<file path="src/indexed_list_engine_top_defines.svh">
// Assertion macros used by the indexed list engine store module.
`ifndef INDEXED_LIST_ENGINE_TOP_DEFINES_SVH
`define INDEXED_LIST_ENGINE_TOP_DEFINES_SVH

// Checks that a condition implies another in the same cycle.
`define ILE_ASSERT_SAME(name, ante, cons) \
  name: assert property (@(posedge clk) disable iff (rst) (ante) |-> (cons)) \
    else $error("indexed list engine: same-cycle check failed");

// Checks that a condition implies another in the following cycle.
`define ILE_ASSERT_NEXT(name, ante, cons) \
  name: assert property (@(posedge clk) disable iff (rst) (ante) |=> (cons)) \
    else $error("indexed list engine: next-cycle check failed");

`endif

</file>
<file path="src/ile_pkg.sv">
// Types and constants shared by the indexed list engine.
package ile_pkg;

  localparam int DEPTH   = 16;
  localparam int VALUE_W = 32;
  localparam int IDX_W   = $clog2(DEPTH);
  localparam int CNT_W   = 5;
  localparam int POS_W   = 5;
  localparam int ACT_W   = 3;
  localparam int ST_W    = 2;
  localparam int OUT_W   = 32;

  typedef enum logic [ACT_W-1:0] {
    ACT_INS_HEAD = 3'd0,
    ACT_INS_TAIL = 3'd1,
    ACT_INS_AT   = 3'd2,
    ACT_DEL_HEAD = 3'd3,
    ACT_DEL_TAIL = 3'd4,
    ACT_DEL_AT   = 3'd5,
    ACT_READ     = 3'd6
  } action_t;

  typedef enum logic [ST_W-1:0] {
    ST_OK        = 2'd0,
    ST_BAD_INDEX = 2'd1,
    ST_EMPTY     = 2'd2,
    ST_FULL      = 2'd3
  } status_t;

  typedef struct packed {
    logic                 valid;
    action_t              action;
    logic [POS_W-1:0]     position;
    logic [VALUE_W-1:0]   value;
  } req_t;

  typedef struct packed {
    logic [OUT_W-1:0]     read_value;
    status_t              status;
    logic [CNT_W-1:0]     count;
  } rsp_t;

endpackage

</file>
<file path="src/ile_store.sv">
// Shifting register array that holds the list and works out each request.
module ile_store (
  input  logic          clk,
  input  logic          rst,
  input  ile_pkg::req_t req,
  output ile_pkg::rsp_t rsp
);
  import ile_pkg::*;

  logic [VALUE_W-1:0] entries      [DEPTH];
  logic [VALUE_W-1:0] entries_next [DEPTH];
  logic [CNT_W-1:0]   count;
  logic [CNT_W-1:0]   count_next;
  logic               do_ins;
  logic               do_del;
  logic [IDX_W-1:0]   at;
  logic               is_full;
  logic               is_empty;
  logic               is_insert;
  logic               is_delete;

  assign is_full   = (count == CNT_W'(DEPTH));
  assign is_empty  = (count == '0);
  assign is_insert = (req.action == ACT_INS_HEAD) || (req.action == ACT_INS_TAIL) ||
                     (req.action == ACT_INS_AT);
  assign is_delete = (req.action == ACT_DEL_HEAD) || (req.action == ACT_DEL_TAIL) ||
                     (req.action == ACT_DEL_AT);

  always_comb begin
    do_ins         = 1'b0;
    do_del         = 1'b0;
    at             = '0;
    rsp.read_value = '0;
    rsp.status     = ST_OK;
    unique case (req.action) inside
      ACT_INS_HEAD, ACT_INS_TAIL, ACT_INS_AT: begin
        if (is_full) begin
          rsp.status = ST_FULL;
        end else if (req.action == ACT_INS_HEAD) begin
          do_ins = 1'b1;
        end else if (req.action == ACT_INS_TAIL) begin
          do_ins = 1'b1;
          at     = count[IDX_W-1:0];
        end else if (CNT_W'(req.position) > count) begin
          rsp.status = ST_BAD_INDEX;
        end else begin
          do_ins = 1'b1;
          at     = req.position[IDX_W-1:0];
        end
      end
      ACT_DEL_HEAD, ACT_DEL_TAIL, ACT_DEL_AT: begin
        if (is_empty) begin
          rsp.status = ST_EMPTY;
        end else if (req.action == ACT_DEL_HEAD) begin
          do_del = 1'b1;
        end else if (req.action == ACT_DEL_TAIL) begin
          do_del = 1'b1;
          at     = IDX_W'(count - CNT_W'(1));
        end else if (CNT_W'(req.position) >= count) begin
          rsp.status = ST_BAD_INDEX;
        end else begin
          do_del = 1'b1;
          at     = req.position[IDX_W-1:0];
        end
      end
      ACT_READ: begin
        if (is_empty) begin
          rsp.status     = ST_EMPTY;
          rsp.read_value = '1;
        end else if (CNT_W'(req.position) >= count) begin
          rsp.status     = ST_BAD_INDEX;
          rsp.read_value = '1;
        end else begin
          rsp.read_value = OUT_W'(signed'(entries[req.position[IDX_W-1:0]]));
        end
      end
      default: begin
        rsp.status = ST_OK;
      end
    endcase

    count_next = count;
    if (req.valid && do_ins) begin
      count_next = count + CNT_W'(1);
    end else if (req.valid && do_del) begin
      count_next = count - CNT_W'(1);
    end
    rsp.count = count_next;
  end

  for (genvar i = 0; i < DEPTH; i++) begin : g_cell
    logic [VALUE_W-1:0] below;
    logic [VALUE_W-1:0] above;

    if (i == 0) begin : g_first
      assign below = entries[i];
    end else begin : g_rest
      assign below = entries[i-1];
    end

    if (i == DEPTH - 1) begin : g_last
      assign above = entries[i];
    end else begin : g_inner
      assign above = entries[i+1];
    end

    always_comb begin
      entries_next[i] = entries[i];
      if (req.valid && do_ins) begin
        if (IDX_W'(i) == at) begin
          entries_next[i] = req.value;
        end else if (IDX_W'(i) > at) begin
          entries_next[i] = below;
        end
      end else if (req.valid && do_del) begin
        if (IDX_W'(i) >= at) begin
          entries_next[i] = above;
        end
      end
    end
  end

  always_ff @(posedge clk) begin
    entries <= entries_next;
  end

  always_ff @(posedge clk) begin
    if (rst) begin
      count <= '0;
    end else begin
      count <= count_next;
    end
  end

`include "indexed_list_engine_top_defines.svh"

  `ILE_ASSERT_SAME(a_count_range, 1'b1, count <= CNT_W'(DEPTH))
  `ILE_ASSERT_NEXT(a_idle_holds, !req.valid, $stable(count))
  `ILE_ASSERT_NEXT(a_reject_holds, req.valid && rsp.status != ST_OK, $stable(count))
  `ILE_ASSERT_NEXT(a_insert_grows, req.valid && is_insert && rsp.status == ST_OK,
                   count == CNT_W'($past(count) + CNT_W'(1)))
  `ILE_ASSERT_NEXT(a_delete_shrinks, req.valid && is_delete && rsp.status == ST_OK,
                   count == CNT_W'($past(count) - CNT_W'(1)))

endmodule

</file>
<file path="src/indexed_list_engine_top.sv">
// Top level of the indexed list engine: request register, list store and result register.
//
// The block keeps an ordered list of up to 16 signed 32-bit values, head at index 0.
// A request beat is taken at a rising edge where start is high and busy is low; it
// carries action, position and item_value. Actions insert at the head, the tail or a
// position, delete at the head, the tail or a position, or read at a position.
// Every request gives exactly one result beat: done is high for one cycle with
// read_value, status and count, the number of entries after the request.
// The receiver cannot hold results off; each result is taken in its one cycle.
// The accepted request is held in the request register, then passes through the list
// store into the result register. A new request may follow in every cycle while busy
// is low, as the single shifting register array moves all entries at once so that
// each request completes in one pass.
// Reset clears the list to empty and raises busy for the first cycle after it;
// stored values are not cleared, as only entries below the count are ever read.
module indexed_list_engine_top (
  input  logic                              clk,
  input  logic                              rst,
  input  logic                              start,
  output logic                              busy,
  input  logic        [ile_pkg::ACT_W-1:0]  action,
  input  logic        [ile_pkg::POS_W-1:0]  position,
  input  logic signed [ile_pkg::VALUE_W-1:0] item_value,
  output logic                              done,
  output logic signed [ile_pkg::OUT_W-1:0]  read_value,
  output logic        [ile_pkg::ST_W-1:0]   status,
  output logic        [ile_pkg::CNT_W-1:0]  count
);
  import ile_pkg::*;

  req_t req;
  rsp_t rsp;

  always_ff @(posedge clk) begin
    if (rst) begin
      busy      <= 1'b1;
      req.valid <= 1'b0;
    end else begin
      busy      <= 1'b0;
      req.valid <= start && !busy;
    end
  end

  always_ff @(posedge clk) begin
    if (start && !busy) begin
      req.action   <= action_t'(action);
      req.position <= position;
      req.value    <= item_value;
    end
  end

  ile_store u_store (
    .clk (clk),
    .rst (rst),
    .req (req),
    .rsp (rsp)
  );

  always_ff @(posedge clk) begin
    if (rst) begin
      done <= 1'b0;
    end else begin
      done <= req.valid;
    end
  end

  always_ff @(posedge clk) begin
    if (req.valid) begin
      read_value <= signed'(rsp.read_value);
      status     <= rsp.status;
      count      <= rsp.count;
    end
  end

endmodule
</file>
<file path="config.mk">
export PLATFORM = sky130hd
export DESIGN_NAME = indexed_list_engine_top
export DESIGN_NICKNAME = d
export VERILOG_FILES = /design/src/ile_pkg.sv /design/src/ile_store.sv /design/src/indexed_list_engine_top.sv
export VERILOG_INCLUDE_DIRS = /design/src /design/src/src
export SDC_FILE = /design/constraint.sdc
export NUM_CORES = 1
export LEC_CHECK = 0
export ABC_AREA = 0
export BUFFER_PORTS_ARGS = -buffer_cell sky130_fd_sc_hd__buf_2
export CAP_MARGIN = 20
export CELL_PAD_IN_SITES_DETAIL_PLACEMENT = 1
export CELL_PAD_IN_SITES_GLOBAL_PLACEMENT = 2
export CORE_ASPECT_RATIO = 0.75
export CORE_MARGIN = 5
export CORE_UTILIZATION = 45
export DETAILED_ROUTE_END_ITERATION = 12
export PLACE_DENSITY_LB_ADDON = 0.1
export SYNTH_ARGS = -nofsm -noshare
export SYNTH_HDL_FRONTEND = slang
export SYNTH_SLANG_ARGS = --single-unit
</file>
<file path="constraint.sdc">
create_clock -name clk -period 8.5 [get_ports clk]
set_clock_uncertainty 0.05 [all_clocks]
set_input_delay 0.85 -clock clk [delete_from_list [all_inputs] [get_ports clk]]
set_output_delay 0.85 -clock clk [all_outputs]
set_load 0.02 [all_outputs]
</file>
* Word-level counts from Yosys, hierarchy flattened
Index checks and enable logic that the tools add are counted.
** Word-level totals
- Input port bits :: 43
- Register bits after elaboration :: 599
- Logic and storage cells :: 253
- Output and inout bits :: 41
** Cells by class
- Bitwise logic cells :: 1
- Equal/unequal tests :: 37
- Reduce and logical (&&, ||, !) cells :: 42
- Add/subtract/negate cells :: 2
- Muxes and demuxes :: 112
- Magnitude comparators :: 33
** Operator list (count)
- $mux 32 :: 79
- $bmux 32 s4 :: 1
- $reduce_and 3->1 :: 15
- $ne 3x3->1 const B :: 12
- $mux 34 :: 1
- $reduce_bool 2->1 :: 17
- $eq 4x4->1 const A :: 8
- $gt 4x4->1 const A :: 8
- $mux 4 :: 8
- $ge 4x4->1 const A :: 7
- $eq 3x4->1 const A :: 4
- $ge 3x4->1 const A :: 4
- $gt 3x4->1 const A :: 4
- $mux 1 :: 15
- $mux 5 :: 2
- $eq 3x3->1 const B :: 3
- $eq 2x4->1 const A :: 2
- $ge 1x4->1 const A :: 2
- $ge 2x4->1 const A :: 2
- $gt 2x4->1 const A :: 2
- $mux 2 :: 4
- $pmux 4 s2 :: 1
- $eq 3x2->1 const B :: 2
- $ne 3x1->1 const B :: 2
- 19 further kinds :: 22

* Logic depth before layout (Yosys ltp)
- Word-level depth :: 10
- Depth in mapped cells :: 15
- Gate-level depth less buffers :: 9

* Hierarchy
Synthesis repeated with hierarchy kept, for this count alone.
** Second synthesis, totals
- Cells, all modules :: 2761
- Area total of the unflattened synthesis :: 33530.9 µm²
** Modules (own cells, without submodules)
- ile_store :: sequential area each 15474.8 µm², cells an instance 2676, times used 1, area each 31073.6 µm²
- indexed_list_engine_top :: sequential area each 2432.3 µm², cells an instance 85, times used 1, area each 2457.4 µm²

* Least setup slack after synthesis
No wires, ideal clock.
- Path type :: register to register
- Start point :: register, netlist name req[32]
- End point :: register u_store.entries, in the netlist u_store.g_cell[0].below[0], enable pin
- Library setup time :: 461 ps
- Required time :: 7989 ps
- Data arrival time :: 5140 ps
- Stages on the path, launching flop included :: 14
- Path slack :: 2849 ps
- Buffers on the path :: 6
- Clock period less this slack :: 5651 ps
- Path through :: edfxtp_1 > clkbuf_1 > clkbuf_1 > buf_2 > inv_1 > ha_1 > inv_1 > a221o_1 > a31oi_4 > buf_2 > a22o_1 > buf_2 > buf_1 > nor3_1
** On the way
- Word-level cells in the longest chain between the ends :: 9
- Elaborated cells between the ends (all ways) :: 29
- Those cells by class :: order compare (3); eq/ne (1); mux (19); reduce/logical (6)
** Ends and longest elaborated chain
- $ge 5x5->1 or $gt 5x5->1 (tied branches) :: line ile_store.sv:59, ile_store.sv:44
- $mux 4, or another cell as far along :: line ile_store.sv:59 : end else if (CNT_W'(req.position) >= count) begin
- $mux 4, or another cell as far along :: line ile_store.sv:56 : end else if (req.action == ACT_DEL_TAIL) begin
- $mux 4, or another cell as far along :: line ile_store.sv:54 : end else if (req.action == ACT_DEL_HEAD) begin
- $mux 4, or another cell as far along :: line ile_store.sv:52 : if (is_empty) begin
- $pmux 4 s2 or $mux 1 (tied branches) :: line ile_store.sv:35 : unique case (req.action) inside
- $ge 1x4->1, or another cell as far along :: line ile_store.sv:116 : if (IDX_W'(i) >= at) begin
- $reduce_bool 2->1 (no line) or $ne 2x1->1 (tied branches)
- $reduce_and 3->1 (no line) (*)
- to (signal assigned) :: line ile_store.sv:124 : entries <= entries_next;
- to (decl) :: line ile_store.sv:10 : logic [VALUE_W-1:0] entries [DEPTH];
Mark *: on every way between the ends. The rest lies on a longest branch, timed or not.
A chain may end at the register's enable or synchronous reset.

* Worst setup path in the final report
- Start point :: register, netlist name req[35]
- End point :: register u_store.entries, in the netlist u_store.g_cell[3].above[14], enable pin
** On the way
- Word-level cells in the longest chain between the ends :: 9
- Elaborated cells between the ends (all ways) :: 30
- Those cells by class :: order compare (4); eq/ne (2); mux (19); reduce/logical (5)
** Ends and longest elaborated chain
- $ge 5x5->1 or $gt 5x5->1 (tied branches) :: line ile_store.sv:59, ile_store.sv:44
- $mux 4, or another cell as far along :: line ile_store.sv:59
- $mux 4, or another cell as far along :: line ile_store.sv:56
- $mux 4, or another cell as far along :: line ile_store.sv:54
- $mux 4, or another cell as far along :: line ile_store.sv:52
- $pmux 4 s2 or $mux 1 (tied branches) :: line ile_store.sv:35
- $gt 3x4->1, or another cell as far along :: line ile_store.sv:112 : end else if (IDX_W'(i) > at) begin
- $ne 3x3->1 (no line) or $reduce_bool 2->1 (tied branches)
- $reduce_and 3->1 (no line) (*)
Marks and branches as above.

==> results.json <==
{
  "status": "finished clean",
  "r2r_slack_ns": 2.84,
  "post-route-period-util_pct": 66.5,
  "synth-edff-count": 591,
  "grt_usage_pct": 35.0,
  "hold_violations": 0,
  "setup_viol": 0,
  "rr_worst_depth": 11,
  "clock_latency_ns": 0.64,
  "first_global_vias": 30200,
  "cp_max_fo": 66,
  "cts-root-buf": "clkbuf_16",
  "ios": 84,
  "synthArstFlopShare_pct": 0,
  "cts_setup_buffers": 0,
  "grt-ovfl-total": 0,
  "design_area_sq_um": 38300,
  "dpl-instance-area_sq_um": 36000,
  "grt_max_degree": 152,
  "io_buffers": 83,
  "first_pass_iters": 6,
  "cts_buffers": 69,
  "via_per_inst": 7.55,
  "start_util_pct": 45.2,
  "cts_tree": "done",
  "vias": 30000,
  "cts_resized": 0,
  "postSynthCellCount": 3014,
  "drtAntennaViolNets": 0,
  "yosys.area.top_type_share_pct": 51.1,
  "clkTransAtPathRegs_ns": 0.07,
  "synth.distinct_cells": 79,
  "final_common_cell": "o211ai_1",
  "place_ws_ns": 2.91,
  "ctsHoldBuffers": 0,
  "max_clock_freq_ghz": 0.177,
  "min_period_ns": 5.66,
  "cp_data_arrival_time_ns": 5.87,
  "r2r_start": "req[35]",
  "tns_ns": 0,
  "antenna_cells": 0,
  "htreeDepth": 3,
  "drv_cap": 0,
  "synth_nets": 3064,
  "drc": 0,
  "ir_worst_vdd_v": 0.000147,
  "avgSynthCellArea_sq_um": 11.5,
  "antenna_found_initial": 2,
  "crit_path_end_kind": "flip-flop",
  "hold_start": "item_value[11]",
  "p_leak_nw": 12.6,
  "wl_mm": 149,
  "design.core.area_sq_um": 76700,
  "hold_depth": 1,
  "timing.rr.end": "u_store.g_cell[3].above[14]",
  "grt_first_pass_wirelength_mm": 215,
  "yosys_most_used_dff": "edfxtp_1",
  "tightest_slew_ns": 1.27,
  "cts_num_sinks": 599,
  "start_kind": "flip-flop",
  "drive_gt1_share_pct": 18.2,
  "drt-initial-drc-count": 4165,
  "mappedNetlistArea_sq_um": 34700,
  "rows": 88,
  "routabilityCongestion": 0.842,
  "ys_seq_area_share_pct": 51.6,
  "routedWlPerCell_microns": 37.5,
  "final_max_slew_viol_count": 0,
  "dieArea_sq_um": 82900,
  "power_density_nw_per_um2": 183,
  "area_growth_pct": 10.3,
  "synth-seq-cells": 599,
  "cts_buffer_depth": 3,
  "rsz0062_at_grt": "false",
  "chipHeight_microns": 251,
  "required_ns": 8.71,
  "hold-path-endpoint": "req[11]",
  "worstSetupPathType": "reg2reg",
  "yosysWarnings": 0,
  "timing.final.ws_setup_ns": 2.84,
  "synth_largest_area_cell": "edfxtp_1",
  "fin_nets": 2937,
  "hold_path.class": "in2reg",
  "die_x_microns": 331,
  "relSlewSlack_pct": 15.5,
  "hpwl_mm": 80.4,
  "layout_common_cells": "o211ai_1 (609), edfxtp_1 (591), nand2_1 (524), mux4_2 (160), inv_1 (107)",
  "synth_top_cells_by_area": "edfxtp_1 (51%), o211ai_1 (13%), mux4_2 (10%)"
}
cells in the mapped netlist, types with 5 or more instances:
| library cell | number |
|---|---|
| a211oi_1 | 5 |
| o221ai_1 | 58 |
| mux4_2 | 160 |
| a222oi_1 | 32 |
| a21o_1 | 6 |
| a21oi_1 | 45 |
| nor2b_1 | 7 |
| o21ai_0 | 67 |
| buf_1 | 50 |
| mux2_1 | 12 |
| ha_1 | 7 |
| o221ai_2 | 6 |
| nand2b_1 | 9 |
| clkbuf_1 | 258 |
| a31oi_1 | 32 |
| inv_1 | 108 |
| buf_6 | 6 |
| nor2_1 | 46 |
| nand2_1 | 527 |
| nor3_1 | 7 |
| o41ai_1 | 32 |
| a22oi_1 | 8 |
| edfxtp_1 | 591 |
| o311ai_0 | 64 |
| mux2_2 | 21 |
| o211ai_1 | 609 |
| a32oi_1 | 5 |
| buf_2 | 57 |
| and3_1 | 68 |
| o21a_1 | 34 |
| dfxtp_1 | 8 |
cell families (layout without fill, tap and decap cells):
| family | after synthesis | in the layout | synth area share [%] |
|---|---|---|---|
| compound gates | 1033 | 1033 | 22.6 |
| simple gates | 696 | 696 | 8.46 |
| flops | 599 | 599 | 51.6 |
| buf+inv | 481 | 406 | 5.55 |
| mux | 194 | 194 | 11.5 |
| fa+ha+maj | 7 | 7 | 0.252 |
| xor+xnor | 4 | 4 | 0.101 |
state kept, by name, summed over array words and instances, names as in the netlist:
| name | cells |
|---|---|
| busy | 1 |
| u_store.g_cell.below | 96 |
| req | 41 |
| status | 2 |
| count | 5 |
| read_value | 32 |
| done | 1 |
| u_store.g_cell.above | 416 |
| u_store.count | 5 |
report_power, final:
group	leakage (nW)	switching, mW	internal, mW
sequential	5.43	0.0521	3.29
clock	1.10	1.34	1.76
combinational	6.11	0.410	0.173
critical path, cell delays in order (launching register included):
cell and delay (ns):
edfxtp_1 0.32, buf_4 0.77, ha_1 0.39, and2_1 0.16, a221o_1 0.50, o211ai_1 0.32, buf_4 0.86, a22oi_2 0.18
buf_4 0.28, or2_2 0.41, a21oi_4 0.40, buf_4 0.55
final cells by class:
class / instances / area (sq um)
clock buffers: 83 / 1840
clock inverters: 40 / 393
fillers: 7924 / 38400
inverters: 109 / 417
multi-input cells: 1934 / 15200
flip-flops and latches: 599 / 17900
well taps: 1035 / 1290
repair buffers: 174 / 1210
worst max-delay path by stage:
stage	start	endpoint	slack (ns)	cells past startpoint
after detailed placement	req[35]	u_store.g_cell[3].above[14]	2.91	11
after floorplan	req[32]	u_store.g_cell[0].below[0]	2.85	13
after global routing	req[35]	u_store.g_cell[3].above[20]	2.75	11
after global placement	req[35]	u_store.g_cell[3].above[16]	2.92	11
after CTS	req[35]	u_store.g_cell[3].above[22]	2.91	11
final	req[35]	u_store.g_cell[3].above[14]	2.84	11
metal layers:
layer / GRT usage [%] / wire length [microns] / vias up
met1: 50.3 / 60400 / 15500
met5: 0 / 13 / -
li1: - / - / 11800
met2: 51.8 / 64600 / 2270
met4: 12.9 / 6160 / 2
met3: 8.67 / 17700 / 370
per-stage QoR:
stage	hold slack (ns)	util, %	power, mW	std cells
2_1_floorplan	0.488	-	3.71	3014
3_3_place_gp	0.501	46.9	3.95	3849
3_5_place_dp	0.515	47.0	3.97	3850
4_1_cts	0.297	49.9	7.04	3973
5_1_grt	0.314	49.9	7.20	3974
6_report	0.335	49.9	7.03	3974
Note: power is estimated with default switching activity, not from simulation.
